**src/sv/rbs_pkg.sv**
```systemverilog
`timescale 1ns / 1ps
// ----------------------------------------------------------------------------
// rbs_pkg
// Shared types and constants of the bounding sphere block.
// ----------------------------------------------------------------------------
package rbs_pkg;

    localparam int MAX_POINTS = 1024;
    localparam int ADDR_W     = $clog2(MAX_POINTS);
    localparam int CNT_W      = $clog2(MAX_POINTS + 1);
    localparam int COORD_W    = 24;
    localparam int SQ_W       = 52;
    localparam int ROOT_W     = SQ_W / 2;
    localparam int DVD_W      = 52;
    localparam int DIV_CNT_W  = $clog2(DVD_W + 1);
    localparam int SQRT_CNT_W = $clog2(ROOT_W + 1);

    typedef logic [2:0][COORD_W-1:0] point_t;

endpackage

```
**src/sv/rbs_sqrt.sv**
```systemverilog
`timescale 1ns / 1ps
// ----------------------------------------------------------------------------
// rbs_sqrt
// Floored integer square root, one result bit per cycle.
// ----------------------------------------------------------------------------
module rbs_sqrt (
    input  logic                       aclk,
    input  logic                       aresetn,
    input  logic                       start,
    input  logic [rbs_pkg::SQ_W-1:0]   radicand,
    output logic [rbs_pkg::ROOT_W-1:0] root,
    output logic                       done
);

    logic [rbs_pkg::SQ_W-1:0]       rad_reg;
    logic [rbs_pkg::ROOT_W+1:0]     rem_reg;
    logic [rbs_pkg::ROOT_W-1:0]     root_reg;
    logic [rbs_pkg::SQRT_CNT_W-1:0] cnt_reg;
    logic                           busy_reg;
    logic                           done_reg;
    logic [rbs_pkg::ROOT_W+1:0]     rem_sh;
    logic [rbs_pkg::ROOT_W+1:0]     trial;

    assign rem_sh = {rem_reg[rbs_pkg::ROOT_W-1:0], rad_reg[rbs_pkg::SQ_W-1 -: 2]};
    assign trial  = {root_reg, 2'b01};

    always_ff @(posedge aclk) begin
        if (!aresetn) begin
            busy_reg <= 1'b0;
            done_reg <= 1'b0;
            cnt_reg  <= '0;
        end else begin
            done_reg <= 1'b0;
            if (start) begin
                busy_reg <= 1'b1;
                cnt_reg  <= '0;
                rad_reg  <= radicand;
                rem_reg  <= '0;
                root_reg <= '0;
            end else if (busy_reg) begin
                rad_reg <= {rad_reg[rbs_pkg::SQ_W-3:0], 2'b00};
                if (rem_sh >= trial) begin
                    rem_reg  <= rem_sh - trial;
                    root_reg <= {root_reg[rbs_pkg::ROOT_W-2:0], 1'b1};
                end else begin
                    rem_reg  <= rem_sh;
                    root_reg <= {root_reg[rbs_pkg::ROOT_W-2:0], 1'b0};
                end
                cnt_reg <= cnt_reg + 1'b1;
                if (cnt_reg == rbs_pkg::SQRT_CNT_W'(rbs_pkg::ROOT_W - 1)) begin
                    busy_reg <= 1'b0;
                    done_reg <= 1'b1;
                end
            end
        end
    end

    assign root = root_reg;
    assign done = done_reg;

endmodule

```
**config.mk**
```make
export PLATFORM = sky130hd
export DESIGN_NAME = rbs_sqrt
export DESIGN_NICKNAME = d
export VERILOG_FILES = /design/src/sv/rbs_pkg.sv /design/src/sv/rbs_sqrt.sv
export SDC_FILE = /design/constraint.sdc
export NUM_CORES = 1
export LEC_CHECK = 0
export BUFFER_PORTS_ARGS = -buffer_cell sky130_fd_sc_hd__buf_4
export CAP_MARGIN = 5
export CORE_MARGIN = 2
export CORE_UTILIZATION = 58
export CTS_CLUSTER_DIAMETER = 150
export DETAILED_ROUTE_END_ITERATION = 12
export GPL_ROUTABILITY_DRIVEN = 1
export GPL_TIMING_DRIVEN = 0
export PLACE_DENSITY = 0.79
export SLEW_MARGIN = 20
export SYNTH_ARGS = -nofsm -noshare
export SYNTH_HDL_FRONTEND = slang
export SYNTH_SLANG_ARGS = --single-unit
export TNS_END_PERCENT = 10
```
**constraint.sdc**
```tcl
create_clock -name aclk -period 4 [get_ports aclk]
set_input_delay 0.2 -clock aclk [delete_from_list [all_inputs] [get_ports aclk]]
set_output_delay 0.2 -clock aclk [all_outputs]
set_load 0.005 [all_outputs]
```
After elaboration in Yosys (flattened, before gate mapping)
Cells that the tools add are included.
{ "totals": {"ff_bits": 111, "latchBits": 0, "mem_bits_rw": 0, "mem_bits_ro": 0, "in_bits": 55, "out_inout_bits": 27, "wordCells": 26, "n_memories": 0} }
{ "classes": {"add_sub_neg": 2, "n_mul": 0, "div": 0, "n_lt_le_gt_ge": 1, "eq_ne": 1, "shift": 0, "muxes": 10, "bitwise": 2, "n_reduce_logical": 4} }
{ "op_table": {"columns": ["cell", "n"], "rows": [
  ["$mux W52", 2],
  ["$mux W26", 3],
  ["$ge A28 B28 Y1", 1],
  ["$sub A26 B26 Y26", 1],
  ["$add A5 B1 Y5 const B", 1],
  ["$eq A5 B5 Y1 const B", 1],
  ["$mux W1", 5],
  ["$reduce_or A3 Y1", 1],
  ["$not A1 Y1", 2],
  ["$reduce_and A2 Y1", 1],
  ["$reduce_bool A2 Y1", 1],
  ["$reduce_or A2 Y1", 1]
]} }

Depth between registers and ports, before layout
{ "logic_depth": {"depth_word": 4, "mapped_depth": 12, "ltp_nobuf": 10} }

Least setup slack after synthesis
OpenSTA, ideal clock, no wires.
{ "synth_timing": {"path_kind": "flip-flop to flip-flop", "from": "reg busy_reg", "to": "reg rad_reg[0] in the netlist's numbering (enable)", "setup_time_ps": 472, "arrival_ps": 2953, "t_required_ps": 3528, "setup_slack_ps": 575, "path_stages_with_launch": 3, "path_buffers": 1, "period_less_slack_ps": 3425, "cell_sequence": "dfxtp_1 -> clkbuf_1 -> o21a_1"} }
{ "synth_via": {"elab_chain_len": 2} }
{ "synth_rtl": {"columns": ["item", "line", "text"], "rows": [
  ["from (decl)", "rbs_sqrt.sv:19", "logic busy_reg;"],
  ["from (signal assigned)", "rbs_sqrt.sv:29", "busy_reg <= 1'b0;"],
  ["from (signal assigned)", "rbs_sqrt.sv:35", "busy_reg <= 1'b1;"],
  ["from (signal assigned)", "rbs_sqrt.sv:51", "busy_reg <= 1'b0;"],
  ["$reduce_bool A2 Y1 (no source line)", null, null],
  ["$reduce_and A2 Y1 (no source line)", null, null],
  ["to (signal assigned)", "rbs_sqrt.sv:37", "rad_reg <= radicand;"],
  ["to (signal assigned)", "rbs_sqrt.sv:41", "rad_reg <= {rad_reg[rbs_pkg::SQ_W-3:0], 2'b00};"],
  ["to (decl)", "rbs_sqrt.sv:15", "logic [rbs_pkg::SQ_W-1:0] rad_reg;"]
]} }
No other way between the ends.
A chain may end at the register's enable or synchronous reset.

Worst setup path after layout
{ "layout_timing": {"from": "reg rem_reg[15] in the netlist's numbering", "to": "reg rem_reg[17] in the netlist's numbering, data pin"} }
{ "layout_via": {"elab_chain_len": 3, "elab_cells_between_ends": 4, "cone_classes": "add/sub: 1; order compare: 1; mux: 2"} }
{ "layout_rtl": {"columns": ["item", "line", "text"], "rows": [
  ["from (decl)", "rbs_sqrt.sv:16", "logic [rbs_pkg::ROOT_W+1:0] rem_reg;"],
  ["from (signal assigned)", "rbs_sqrt.sv:43", "rem_reg <= rem_sh - trial;"],
  ["from (signal assigned)", "rbs_sqrt.sv:46", "rem_reg <= rem_sh;"],
  ["$sub A26 B26 Y26 or $ge A28 B28 Y1 (tied branches)", "rbs_sqrt.sv:43, rbs_sqrt.sv:42", null],
  ["$mux W26 *", "rbs_sqrt.sv:42", "if (rem_sh >= trial) begin"],
  ["$mux W26 *", "rbs_sqrt.sv:40", "end else if (busy_reg) begin"]
]} }
Every way passes the cells marked *; elsewhere a longest branch is shown, timed or not. The select of a mux whose other input is x is not followed.

==> impl_metrics.env <==
export IMPL_drtPass1Iterations=5
export IMPL_cts_buffers=9
export IMPL_grt_antenna_before_repair=0
export IMPL_max_clock_freq_ghz=0.311
export IMPL_largest_register_ff_count=52
export IMPL_grt_pass1_vias=4261
export IMPL_required_ps=4140
export IMPL_diodes=0
export IMPL_path_buf_inv=1
export IMPL_grt_pass1_wl_um=19700
export IMPL_cts_sinks=111
export IMPL_rsz0062_at_grt="false"
export IMPL_dpl_instance_area_um2=6930
export IMPL_yosysTopAreaCell="edfxtp_1"
export IMPL_nets=695
export IMPL_cts_buffer_depth=2
export IMPL_stdcell_area_um2=7150
export IMPL_r2r_slack_ps=780
export IMPL_ios=82
export IMPL_cts_repair_resized=0
export IMPL_syn_cell_area_um2=6100
export IMPL_clk_pin_slew_ps=110
export IMPL_start_kind="register"
export IMPL_critical_path_top_delay_family="simple AND/OR/NAND/NOR gates"
export IMPL_worstPathCellList="ha_1 > nand4_2 > or3_1 > or4_1 > nand4b_1 > nor2_2 > nor2_4 > buf_6 > mux2i_1 > nor2_1"
export IMPL_post_route_period_util=0.804
export IMPL_synth_seq_area_share=0.535
export IMPL_synth_area_leaders="edfxtp_1 (51%), mux2_2 (9.2%), ha_1 (6.2%), nor2_1 (4.2%), xnor2_1 (2.6%)"
export IMPL_syn_avg_cell_area_um2=11.8
export IMPL_root_buffer="clkbuf_8"
export IMPL_htree_levels=3
export IMPL_drc=0
export IMPL_initial_utilization=0.594
export IMPL_synth_cell_types=58
export IMPL_synth_most_common_cell="edfxtp_1"
export IMPL_drive_gt1_frac=0.281
export IMPL_slowest_stage="or4_1"
export IMPL_power_density_nw_per_um2=401
export IMPL_dieArea_um2=11400
export IMPL_status="finished clean"
export IMPL_syn_inst=517
export IMPL_gr_total_overflow=0
export IMPL_crit_type="register to register"
export IMPL_cp_max_fo=10
export IMPL_async_flop_share=0
export IMPL_area_growth_pct=17.2
export IMPL_die_h_um=107
export IMPL_max_slew_margin_rel=0.492
export IMPL_total_leakage_power_uw=0.00282
export IMPL_rows=37
export IMPL_grt_max_degree=49
export IMPL_finalMaxSlewViolations=0
export IMPL_synth_top_area_frac=0.512
export IMPL_vias=4304
export IMPL_cts_hold_buf=0
export IMPL_clk_latency_ps=390
export IMPL_cts_setup_buffers=0
export IMPL_synth_top_flop_cell="edfxtp_1"
export IMPL_ys_seq_elements=111
export IMPL_setup_viol=0
export IMPL_crit_path_end_kind="register"
export IMPL_period_minus_slack_ps=3220
export IMPL_cp_arrival_ps=3350
export IMPL_ys_warnings_count=0
export IMPL_synth_edf_count=104
export IMPL_max_stage_delay_ps=580
export IMPL_die_w_um=107
export IMPL_grt_usage=0.223
export IMPL_synth_nets=602
export IMPL_port_buffers=80
export IMPL_vias_per_cell=5.73
export IMPL_ir_worst_vdd_v=0.000241
export IMPL_dp_cells=735
export IMPL_fin_skew_ps=7.87
export IMPL_hpwl_um=9010
export IMPL_hp_class="primary input to register"
export IMPL_tightest_slew_ps=762
export IMPL_avgRoutedWirePerCell_um=16.4
export IMPL_layout_cells_non_filler=751
export IMPL_routabilityCongestion=0.909
export IMPL_cts_tree="yes"
export IMPL_wl_um=12300
export IMPL_ys_top_cells_by_count="edfxtp_1 (104), nor2_1 (68), mux2_2 (50), inv_1 (40)"
export IMPL_coreArea_um2=10300
export IMPL_cap_violations=0
export IMPL_hold_viol=0
export IMPL_drt_iter0_markers=227
export IMPL_ant_nets=0
==> per-layer routing <==
| layer | GRT usage | vias to the layer above | part of all wire |
|---|---|---|---|
| met3 | 0.0486 | 31 | 0.067 |
| met4 | 0.116 | 0 | 0.030 |
| met5 | 0 | - | 0 |
| li1 | - | 2065 | - |
| met1 | 0.284 | 2047 | 0.43 |
| met2 | 0.359 | 161 | 0.48 |
==> cell type report <==
type                            count  area [um^2]
Sequential cell                   111         3260
Fill cell                         779         3120
Multi-Input combinational cell    346         2560
Timing Repair Buffer               82          648
Tap cell                          136          170
Inverter                           40          150
Buffer                             20          141
Clock buffer                        9          124
Clock inverter                      7          100
==> cell usage in the layout, fill, tap and decap left out, types with 14 or more instances in the layout <==
| cell type | netlist | routed |
|---|---|---|
| mux2i_1 | 14 | 14 |
| nor2_1 | 68 | 68 |
| edfxtp_1 | 104 | 104 |
| xnor2_1 | 18 | 18 |
| nand2_1 | 22 | 22 |
| a21oi_1 | 30 | 30 |
| ha_1 | 30 | 30 |
| inv_1 | 40 | 40 |
| mux2_2 | 50 | 50 |
| buf_4 | 1 | 81 |
| o21ai_0 | 21 | 21 |
==> path summary, 6_finish.rpt <==
path,from,to,cells after the start
max,rem_reg[15],rem_reg[17],10
max reg2reg,rem_reg[15],rem_reg[17],10
min reg2reg,cnt_reg[1],cnt_reg[1],2
min,radicand[1],rad_reg[1],2
==> logic make-up after synthesis <==
logic type / after synthesis / synth area share
fa+ha+maj: 30 / 0.0615
compound gates: 91 / 0.0984
flops: 111 / 0.535
xor+xnor: 26 / 0.0373
mux: 64 / 0.115
simple gates: 135 / 0.105
buf+inv: 60 / 0.0478
==> report_power, final <==
part           switching [uW]  total (uW)  internal, uW
Combinational             389         717           328
Sequential               34.8        1410          1380
Clock                     427         738           310
Total                     852        2870          2010
==> stage by stage <==
stage | hold WS (ps) | setup TNS, ps | utilization | worst slack (ps) | power (uW)
6_report | 93.6 | 0 | 0.696 | 784 | 2870
2_1_floorplan | 404 | 0 | - | 575 | 1950
3_3_place_gp | 486 | -39190 | 0.669 | -380 | 2120
3_5_place_dp | 490 | 0 | 0.674 | 835 | 2140
5_1_grt | 85.5 | 0 | 0.696 | 676 | 2990
4_1_cts | 76.2 | 0 | 0.696 | 817 | 2880
Note: power is estimated with default switching activity, not from simulation.
