<file path="src/sv/rbs_pkg.sv">
`timescale 1ns / 1ps
// ----------------------------------------------------------------------------
// rbs_pkg
// Shared types and constants of the bounding sphere block.
// ----------------------------------------------------------------------------
package rbs_pkg;

    localparam int MAX_POINTS = 1024;
    localparam int ADDR_W     = $clog2(MAX_POINTS);
    localparam int CNT_W      = $clog2(MAX_POINTS + 1);
    localparam int COORD_W    = 24;
    localparam int SQ_W       = 52;
    localparam int ROOT_W     = SQ_W / 2;
    localparam int DVD_W      = 52;
    localparam int DIV_CNT_W  = $clog2(DVD_W + 1);
    localparam int SQRT_CNT_W = $clog2(ROOT_W + 1);

    typedef logic [2:0][COORD_W-1:0] point_t;

endpackage

</file>
<file path="src/sv/rbs_div.sv">
`timescale 1ns / 1ps
// ----------------------------------------------------------------------------
// rbs_div
// Unsigned restoring divider, one quotient bit per cycle.
// ----------------------------------------------------------------------------
module rbs_div (
    input  logic                       aclk,
    input  logic                       aresetn,
    input  logic                       start,
    input  logic [rbs_pkg::DVD_W-1:0]  dividend,
    input  logic [rbs_pkg::ROOT_W-1:0] divisor,
    output logic [rbs_pkg::DVD_W-1:0]  quotient,
    output logic                       done
);

    logic [rbs_pkg::DVD_W-1:0]     q_reg;
    logic [rbs_pkg::ROOT_W-1:0]    dsr_reg;
    logic [rbs_pkg::ROOT_W:0]      rem_reg;
    logic [rbs_pkg::DIV_CNT_W-1:0] cnt_reg;
    logic                          busy_reg;
    logic                          done_reg;
    logic [rbs_pkg::ROOT_W:0]      rem_sh;

    assign rem_sh = {rem_reg[rbs_pkg::ROOT_W-1:0], q_reg[rbs_pkg::DVD_W-1]};

    always_ff @(posedge aclk) begin
        if (!aresetn) begin
            busy_reg <= 1'b0;
            done_reg <= 1'b0;
            cnt_reg  <= '0;
        end else begin
            done_reg <= 1'b0;
            if (start) begin
                busy_reg <= 1'b1;
                cnt_reg  <= '0;
                q_reg    <= dividend;
                dsr_reg  <= divisor;
                rem_reg  <= '0;
            end else if (busy_reg) begin
                if (rem_sh >= {1'b0, dsr_reg}) begin
                    rem_reg <= rem_sh - {1'b0, dsr_reg};
                    q_reg   <= {q_reg[rbs_pkg::DVD_W-2:0], 1'b1};
                end else begin
                    rem_reg <= rem_sh;
                    q_reg   <= {q_reg[rbs_pkg::DVD_W-2:0], 1'b0};
                end
                cnt_reg <= cnt_reg + 1'b1;
                if (cnt_reg == rbs_pkg::DIV_CNT_W'(rbs_pkg::DVD_W - 1)) begin
                    busy_reg <= 1'b0;
                    done_reg <= 1'b1;
                end
            end
        end
    end

    assign quotient = q_reg;
    assign done     = done_reg;

endmodule

</file>
<file path="config.mk">
export PLATFORM = sky130hd
export DESIGN_NAME = rbs_div
export DESIGN_NICKNAME = d
export VERILOG_FILES = /design/src/sv/rbs_pkg.sv /design/src/sv/rbs_div.sv
export SDC_FILE = /design/constraint.sdc
export NUM_CORES = 1
export LEC_CHECK = 0
export BUFFER_PORTS_ARGS = -buffer_cell sky130_fd_sc_hd__buf_2
export CAP_MARGIN = 40
export CORE_ASPECT_RATIO = 0.75
export CORE_UTILIZATION = 35
export DETAILED_ROUTE_END_ITERATION = 6
export GPL_TIMING_DRIVEN = 1
export PLACE_DENSITY_LB_ADDON = 0.05
export SKIP_CTS_REPAIR_TIMING = 1
export SLEW_MARGIN = 10
export SYNTH_ARGS = -nofsm -noshare
export SYNTH_HDL_FRONTEND = slang
export SYNTH_SLANG_ARGS = --single-unit
</file>
<file path="constraint.sdc">
create_clock -name aclk -period 4 [get_ports aclk]
set_clock_uncertainty 0.15 [all_clocks]
set_input_delay 0.8 -clock aclk [delete_from_list [all_inputs] [get_ports aclk]]
set_output_delay 0.8 -clock aclk [all_outputs]
set_load 0.01 [all_outputs]
</file>
# Yosys cells after proc, flatten, opt, wreduce, memory -nomap -nowiden
# Cells that the tools add are included.
[totals] word_cells=26 inputBits=81 out_inout_bits=53 register_bits=112
[op_classes] add_sub_neg=2 n_eq_ne=1 reduce_logical=5 muxes=9 bitwise=2 n_lt_le_gt_ge=1
[ops] op="$mux 52" count=2
[ops] op="$mux 26" count=2
[ops] op="$ge 27x26->1" count=1
[ops] op="$sub 26x26->26" count=1
[ops] op="$add 6x1->6 const B" count=1
[ops] op="$eq 6x6->1 const B" count=1
[ops] op="$mux 1" count=5
[ops] op="$reduce_and 2->1" count=2
[ops] op="$reduce_or 3->1" count=1
[ops] op="$not 1->1" count=2
[ops] op="$reduce_bool 2->1" count=1
[ops] op="$reduce_or 2->1" count=1

# Logic depth before layout (Yosys ltp)
# Gate-level depths: netlist of run 1.
[depth] ltp_word=4 ltp_mapped=12 depth_no_buf=12

# Worst setup path after synthesis of run 1
# No wires, ideal clock.
[synth_timing] kind="input to register" from="input port start" to="register q_reg, in the netlist quotient[0] (enable)" setup_ns=0.443 n_path_buf=2 t_arrival_ns=3.168 required_time_ns=3.407 slack_ns=0.239 stages=3 path_cell_list="clkbuf_1 -> clkbuf_1 -> o21a_1"
[synth_via] elab_chain_cells=2
[synth_lines] element="start: declaration" line="rbs_div.sv:9" text="input logic start,"
[synth_lines] element="$reduce_bool 2->1 (no source line)"
[synth_lines] element="$reduce_and 2->1 (no source line)"
[synth_lines] element="end signal: assignment" line="rbs_div.sv:36" text="q_reg <= dividend;"
[synth_lines] element="end signal: assignment" line="rbs_div.sv:42" text="q_reg <= {q_reg[rbs_pkg::DVD_W-2:0], 1'b1};"
[synth_lines] element="end signal: assignment" line="rbs_div.sv:45" text="q_reg <= {q_reg[rbs_pkg::DVD_W-2:0], 1'b0};"
[synth_lines] element="end: declaration" line="rbs_div.sv:16" text="logic [rbs_pkg::DVD_W-1:0] q_reg;"
# Every way passes these cells.
# A chain may end at the register's enable or synchronous reset.

# Final worst setup path of run 1
[layout_timing] from="register q_reg, in the netlist quotient[51]" to="register rem_reg[18] (netlist bit), data pin"
[layout_via] elab_chain_cells=3 word_cells_on_any_way=4 classes_between="add/sub (1); order compare (1); mux (2)"
[layout_lines] element="$sub 26x26->26 / $ge 27x26->1 (equally long branches)" line="rbs_div.sv:41, rbs_div.sv:40"
[layout_lines] element="$mux 26 *" line="rbs_div.sv:40" text="if (rem_sh >= {1'b0, dsr_reg}) begin"
[layout_lines] element="$mux 26 *" line="rbs_div.sv:39" text="end else if (busy_reg) begin"
[layout_lines] element="end signal: assignment" line="rbs_div.sv:41" text="rem_reg <= rem_sh - {1'b0, dsr_reg};"
[layout_lines] element="end signal: assignment" line="rbs_div.sv:44" text="rem_reg <= rem_sh;"
[layout_lines] element="end: declaration" line="rbs_div.sv:18" text="logic [rbs_pkg::ROOT_W:0] rem_reg;"
# Mark *: on every way between the ends. The rest lies on a longest branch, timed or not. The select of a mux whose other input is x is not followed.

==> impl_summary.md, run 1 <==
Logic synthesis
The share of synthesized registers carrying an async set or reset is 0%. The synthesized area is slightly above 6000 µm². Of the total synthesized cell area, the portion taken by AND, OR, NAND and NOR gates is 8.89%. Of the total synthesized cell area, the portion taken by full adders, half adders and majority gates is under 10%.

The post-synth net total is 598. Summing the areas of all compound-gate instances in the mapped netlist gives 10.3% of the synthesized area. In this run, synthesis produced a sequential element count of 112. Summed over its instances, the top area cell type makes up 51.5% of the synthesized netlist area.

The number of distinct library cells after synthesis is 56. The portion of the post-synthesis area used by sequential elements is 54.1%. The share of cell area taken by muxes after synthesis is roughly an eighth.

The number of enable-type register cells in the synthesized netlist is approximately 100. The number of cells produced by synthesis is roughly 490. The combinational family with the most area after synthesis is multiplexers. Averaged over all synthesized cells, the footprint is 12.4 µm². Of the total synthesized cell area, the portion taken by XOR and XNOR cells is 3.47%. The top cell type by total area after synthesis is edfxtp_1.

Sorting the synthesized cells by area gives the leading types as edfxtp_1 52%, mux2_2 9.5%, ha_1 5.6%, mux2i_1 3.8%, nor2_1 2.8%. For this run, the leading register cell type out of synthesis is edfxtp_1. The number of warning messages in the yosys log is 0.

Routing
After the first detailed-routing iteration, the DRC count stood at 295. The overall via count from detail_route is 4,092. The final routed wirelength across all metal layers is 13,000 µm. Dividing the detail-routed wire length by the instance count gives 15.5 µm. The pre-antenna-repair detailed-routing pass consisted of 4 iterations. The residual DRC count is 0.

The mean number of vias per cell is roughly 4.9. The detail route stage leaves a number of antenna-violating nets equal to 0.

Die
The initial utilization of the core area, before any placement, comes to ~36%. The core footprint is 16,900 µm². The die covers 17,900 µm². The die height is 116 µm. From left edge to right edge, the die measures ~150 µm. The I/O pin count is 134. The number of rows created at floorplan is 41.

STA
The worst path needs 3.35 ns of the cycle, external delays included. The transition time at the pin with the least slew margin is 0.740 ns. The final number of max-transition violations was 0. Headroom to the max-slew limit came out at 50.7%. Setup violations remaining at the end of the flow were counted as 0. After layout, the worst path uses between 80% and 90% of the clock period. The summed negative setup slack over all endpoints is 0 ns.

Setup repair after global routing left no endpoint under its margin. The total count of hold-check failures in the final report came to 0. The maximum clock rate is roughly 0.3 GHz.

CTS
TritonCTS built the clock tree. The clock edge transition at the registers on the reported setup and hold paths is 0.08 ns. The tree is rooted in a clkbuf_16.

CTS saw 112 sinks. The longest clock path from root to sink contains 2 buffers. In this run the number of H-tree levels came out at 3. The number of clock buffers added by TritonCTS is 9. Clock latency on the worst-skew pair, taken at its later pin, is 0.36 ns.

Setup path
The data required time at the worst endpoint is 4.06 ns. The endpoint identified for the worst register-to-register timing path is rem_reg[18]. The startpoint of the worst register-to-register path is quotient[51]. The highest fanout seen on the critical path is 6. The worst setup path is of the reg2reg kind.

The worst setup slack for register-to-register paths is 0.65 ns. At the worst endpoint, the arrival time is around 3.4 ns. For the worst flop-to-flop path, the logic depth is 12. The kind of end point of the critical path is a flop. STA classifies the critical path startpoint as a flop. The startpoint of the worst setup timing path is quotient[51].

Hold path
The worst hold path terminates at cnt_reg[5]. The min-delay analysis places its worst path in the category reg2reg. The worst hold path begins at cnt_reg[5].

Along the worst hold path, the cell count comes to 2.

Outcome
The flow ran to the end, and the final reports show no timing, DRC or antenna violations.

Global routing
For this run the aggregate overflow at the end of global routing stands at 0. The initial antenna violation count came to 0. The first-pass GRT wire length is 20,500 µm. In the global route stage, overall resource usage came out at 14.9%.

Entering global routing, the biggest net connects 78 pins. The via count of the first global-routing pass is 3,911.

Placement
The post-detailed-placement cell area is 6980 µm². The final weighted congestion in routability-driven placement is about 0.8. The placed wire-length estimate after detailed placement is 9380 µm. Buffers placed on the I/O ports in this run total 133.

Cells and area
Once layout is done, the placed cells without fillers occupy 7320 µm². After filler insertion, the fill cell instance count of the layout stands at 1,629. The final-stage net count is 726. The share of layout cells above drive strength 1 is 35.0%. The area growth from synthesis to layout is 20.7%. The register with the most flip-flops in the layout has 52 of them. The number of diodes added for antenna fixing is 0.

Power
The design draws approximately 3.2 mW. The total power per unit cell area is around 440 nW/µm². The maximum ir drop on the vdd rail is 0.240 mV. The reported leakage power is 3.07 nW.

Run
The count of max-cap constraint violations is 0.
## cells in the mapped netlist, drive strengths merged, types with 11 or more instances
library cell,count
mux2,51
a21o,13
xnor2,13
xor2,11
nand2,20
clkbuf,11
a21oi,19
edfxtp,104
nor2,46
buf,11
inv,35
mux2i,23
ha,27
## power by group
| part | leakage (nW) | switching, mW | internal, mW |
|---|---|---|---|
| registers | 1.06 | 0.0391 | 1.39 |
| clock network | 0.165 | 0.450 | 0.564 |
| logic | 1.85 | 0.411 | 0.341 |
## stage by stage
stage	setup slack (ns)	std cells	utilization, %	hold slack (ns)
after detailed placement	0.746	821	41.3	0.353
after global routing	0.461	837	43.3	0.425
after global placement	0.763	821	41.3	0.323
after CTS	0.706	837	43.3	0.366
after floorplan	0.239	489	-	0.308
final	0.653	837	43.3	0.369
## layout by cell type (no fill, tap or decap), types with 3 or more instances in the layout
cell type	instances
buf_2	133
edfxtp_1	104
mux2_2	51
nor2_1	46
inv_1	35
ha_1	27
mux2i_1	23
nand2_1	19
a21oi_1	18
a21o_1	13
xnor2_1	13
xor2_1	11
nand3_1	10
nand4_1	9
clkbuf_16	9
and3_1	8
dfxtp_1	8
nor2b_1	7
o21a_1	4
o21bai_1	4
a211oi_1	4
o21ai_0	4
nand2b_1	4
a21boi_0	3
a221o_1	3
buf_4	3
buf_12	3
## final cells by class
class	instances	area [µm²]	share of cell area, %
Multi-Input combinational cell	320	2540	34.8
Inverter	35	131	1.80
Clock buffer	9	225	3.08
Sequential cell	112	3280	44.9
Clock inverter	7	114	1.56
Tap cell	215	269	3.68
Timing Repair Buffer	139	748	10.2
## cell families (layout without fill, tap and decap cells)
logic type,after synthesis,count (layout)
simple gates,114,114
flops,112,112
compound gates,80,80
mux,74,74
buf+inv,57,190
fa+ha+maj,28,28
xor+xnor,24,24
## per-layer routing
metal	global-route usage, %	routed length, µm
met5	0	0
met4	4.40	131
met3	3.52	478
met2	21.9	5620
met1	21.6	6780
## worst max-delay path, cell delays in order (launching register included)
cell,delay [ns]
edfxtp_1,0.40
inv_1,0.10
ha_1,0.17
inv_1,0.05
fa_1,0.40
a21o_1,0.22
a22oi_1,0.21
a21oi_1,0.19
a221o_1,0.45
a2111oi_0,0.45
a31oi_1,0.08
a31o_1,0.20
a21oi_2,0.12
## worst max path at each step
| stage | end | slack, ns | cells after the start |
|---|---|---|---|
| final | rem_reg[18] | 0.65 | 12 |
| after global routing | rem_reg[18] | 0.46 | 12 |
| after CTS | rem_reg[18] | 0.71 | 12 |
| after detailed placement | rem_reg[1] | 0.75 | 10 |
| after global placement | rem_reg[1] | 0.76 | 10 |
| after floorplan | quotient[0] | 0.24 | 3 |
Power figures use the tool's default switching activity.
==> run 2: changes to the inputs <==
clock period = 3.3 ns   (was 4 ns; I/O delays follow)
==> impl_summary.md, run 2 (synthesized netlist as in run 1, its figures left out) <==
Outcome
The flow ran to the end, and the final reports show no timing, DRC or antenna violations.

Placement
The pre-CTS setup slack is 0.0338 ns. In this run the tool buffered the top-level ports with 133 buffer cells. In this run the cell area measured after placement is between 7000 and 8000 µm². The placed wire-length estimate after detailed placement is 9510 µm. Routability-driven placement finished with a final weighted congestion of 0.797.

Cells and area
Cells with a size suffix above 1 make up 36.5% of the layout. The register with the most flip-flops in the layout has 52 of them. The number of diodes added for antenna fixing is 0.

Counting the fill cells in the layout gives 1,633. The area taken by flip-flops and latches is between 3000 and 4000 µm². Summing all multi-input logic gate instances after layout gives 2580 µm². The top cell types in the final layout, fill and taps aside, are 133 x buf_2, 104 x edfxtp_1, 51 x mux2_2. The leading cell type in the layout, fill and taps excluded is buf_2.

For this run, the share of the core covered by cells in the final layout is 43.6%. Relative to the synthesized area, the layout overhead comes to 21.3%. The final-stage net count is 732. Summing all non-filler instances in the final layout gives an area of 7360 µm².

Run
The count of max-cap constraint violations is 0.

CTS
The number of H-tree branching levels is 3. Clock-pin slew was measured on the worst setup and hold paths at 0.08 ns. The clock tree from TritonCTS is yes. The number of clock buffers added by TritonCTS is 9.

The clock latency at the later pin of the worst-skew pair is approximately 0.36 ns. The cell sitting at the root of the clock tree is a clkbuf_16. The clock net in this run drives a total of 112 sinks.

The maximum clock insertion buffer count is 2.

Global routing
The first global-routing pass estimated 20,900 µm of wire. Entering global routing, the biggest net connects 37 pins. The via count of the first global-routing pass came to about 4,000. The initial antenna violation count is 0. The total overflow left after global routing is 0. The global-route usage over all layers is 15.2%.

STA
For the pin with the worst max-slew slack, the measured transition is 0.640 ns. The final number of max-transition violations is 0. The worst path uses between 90% and 100% of the clock period. In this run the tightest slew margin relative to its limit is 56.7%. The summed negative setup slack over all endpoints is 0 ns.

Setup repair after global routing left no endpoint under its margin. The total count of hold-check failures in the final report is 0. The count of endpoints failing setup in the final report is 0. The maximum clock rate is 0.324 GHz. The final critical-path required period is 3.08 ns. The smallest setup slack after layout is 0.216 ns.

Hold path
Counting instances, the worst hold path has a depth of 1. In this run the most critical hold path is launched from divisor[22]. In this run the worst hold path is classified as in2reg. The worst hold path terminates at dsr_reg[22].

Routing
After detailed routing, the total wire length is 13,300 µm. Dividing the detail-routed wire length by the instance count gives 15.8 µm. Using the TritonRoute via totals, the vias-per-cell ratio works out to 4.91. In this run the remaining antenna-violating nets after routing total 0.

The residual DRC count is 0. Detailed routing inserted a total of 4,143 vias. The starting DRC count in detailed routing is between 200 and 300.

Before antenna repair, the detailed router went through 4 iterations.

Setup path
The worst setup path is of the reg2reg kind. Along the worst path, the maximum fanout reaches 3. At the worst endpoint, the arrival time is 3.15 ns. Measured in cells, the most critical reg-to-reg path has a length of 12. The worst setup path is launched from a flop. The worst setup path is captured at a flop. Across all register-to-register paths, the minimum setup slack is 0.22 ns. In this run the critical register-to-register path is launched from quotient[51].

The endpoint identified for the worst register-to-register timing path is rem_reg[18]. The data required time at the worst endpoint is 3.37 ns.

Die
The die outline area is between 15,000 and 20,000 µm². The I/O pin count is 134. The number of rows created at floorplan is approximately 40.

The starting density of the core is 35.9%. The die is ~120 µm tall. The region available for standard cell placement spans 16,900 µm². The horizontal die dimension is 154 µm.

Power
The maximum ir drop on the vdd rail is 0.261 mV. In this run the static leakage power is between 3 and 4 nW. Power spread over the standard cell area amounts to 522 nW/µm².
run 2: changes by cell type in the layout (fill, tap and decap cells not counted), sizes merged:
cell and delta:
clkinv -1, buf +6, inv +2, clkbuf +1, bufinv -2
run 2: worst max-delay path by stage:
stage	start	depth (start not counted)	to	slack (ns)
finish	quotient[51]	12	rem_reg[18]	0.22
global placement	quotient[51]	12	rem_reg[18]	0.13
global route	quotient[51]	12	rem_reg[22]	0.02
floorplan	quotient[51]	12	rem_reg[18]	0.31
detailed placement	quotient[51]	12	rem_reg[18]	0.03
CTS	quotient[51]	12	rem_reg[18]	0.0005
run 2: routing by layer:
layer / wire (µm) / GRT usage [%]
met1: 6640 / 21.7
met2: 5990 / 23.1
met3: 546 / 3.55
met4: 130 / 4.13
met5: 0 / 0
run 2: per-stage QoR:
step / total power [mW] / hold slack, ns / std cells
5_1_grt: 4.04 / 0.307 / 843
4_1_cts: 3.88 / 0.307 / 843
6_report: 3.84 / 0.320 / 843
3_3_place_gp: 2.70 / 0.326 / 827
2_1_floorplan: 2.45 / 0.308 / 489
3_5_place_dp: 2.70 / 0.363 / 827
run 2: critical path: stages (launching register included):
cell       delay [ns]
edfxtp_1         0.40
inv_1            0.09
ha_1             0.16
inv_1            0.05
fa_1             0.40
a21o_1           0.22
a22oi_2          0.21
a21oi_2          0.13
a221o_1          0.36
a2111oi_2        0.38
a31oi_1          0.08
a31o_1           0.20
a21oi_2          0.12
run 2: power by group:
part | total, mW | internal (mW) | switching [mW]
sequential | 1.74 | 1.69 | 0.0484
combinational | 0.941 | 0.434 | 0.506
clock | 1.16 | 0.584 | 0.576
run 2: final cells by class:
cell class | count | area share (%)
clock inverters | 6 | 0.885
clock buffers | 10 | 3.40
flip-flops and latches | 112 | 44.6
multi-input cells | 320 | 35.0
repair buffers | 145 | 10.6
inverters | 35 | 1.79
well taps | 215 | 3.66
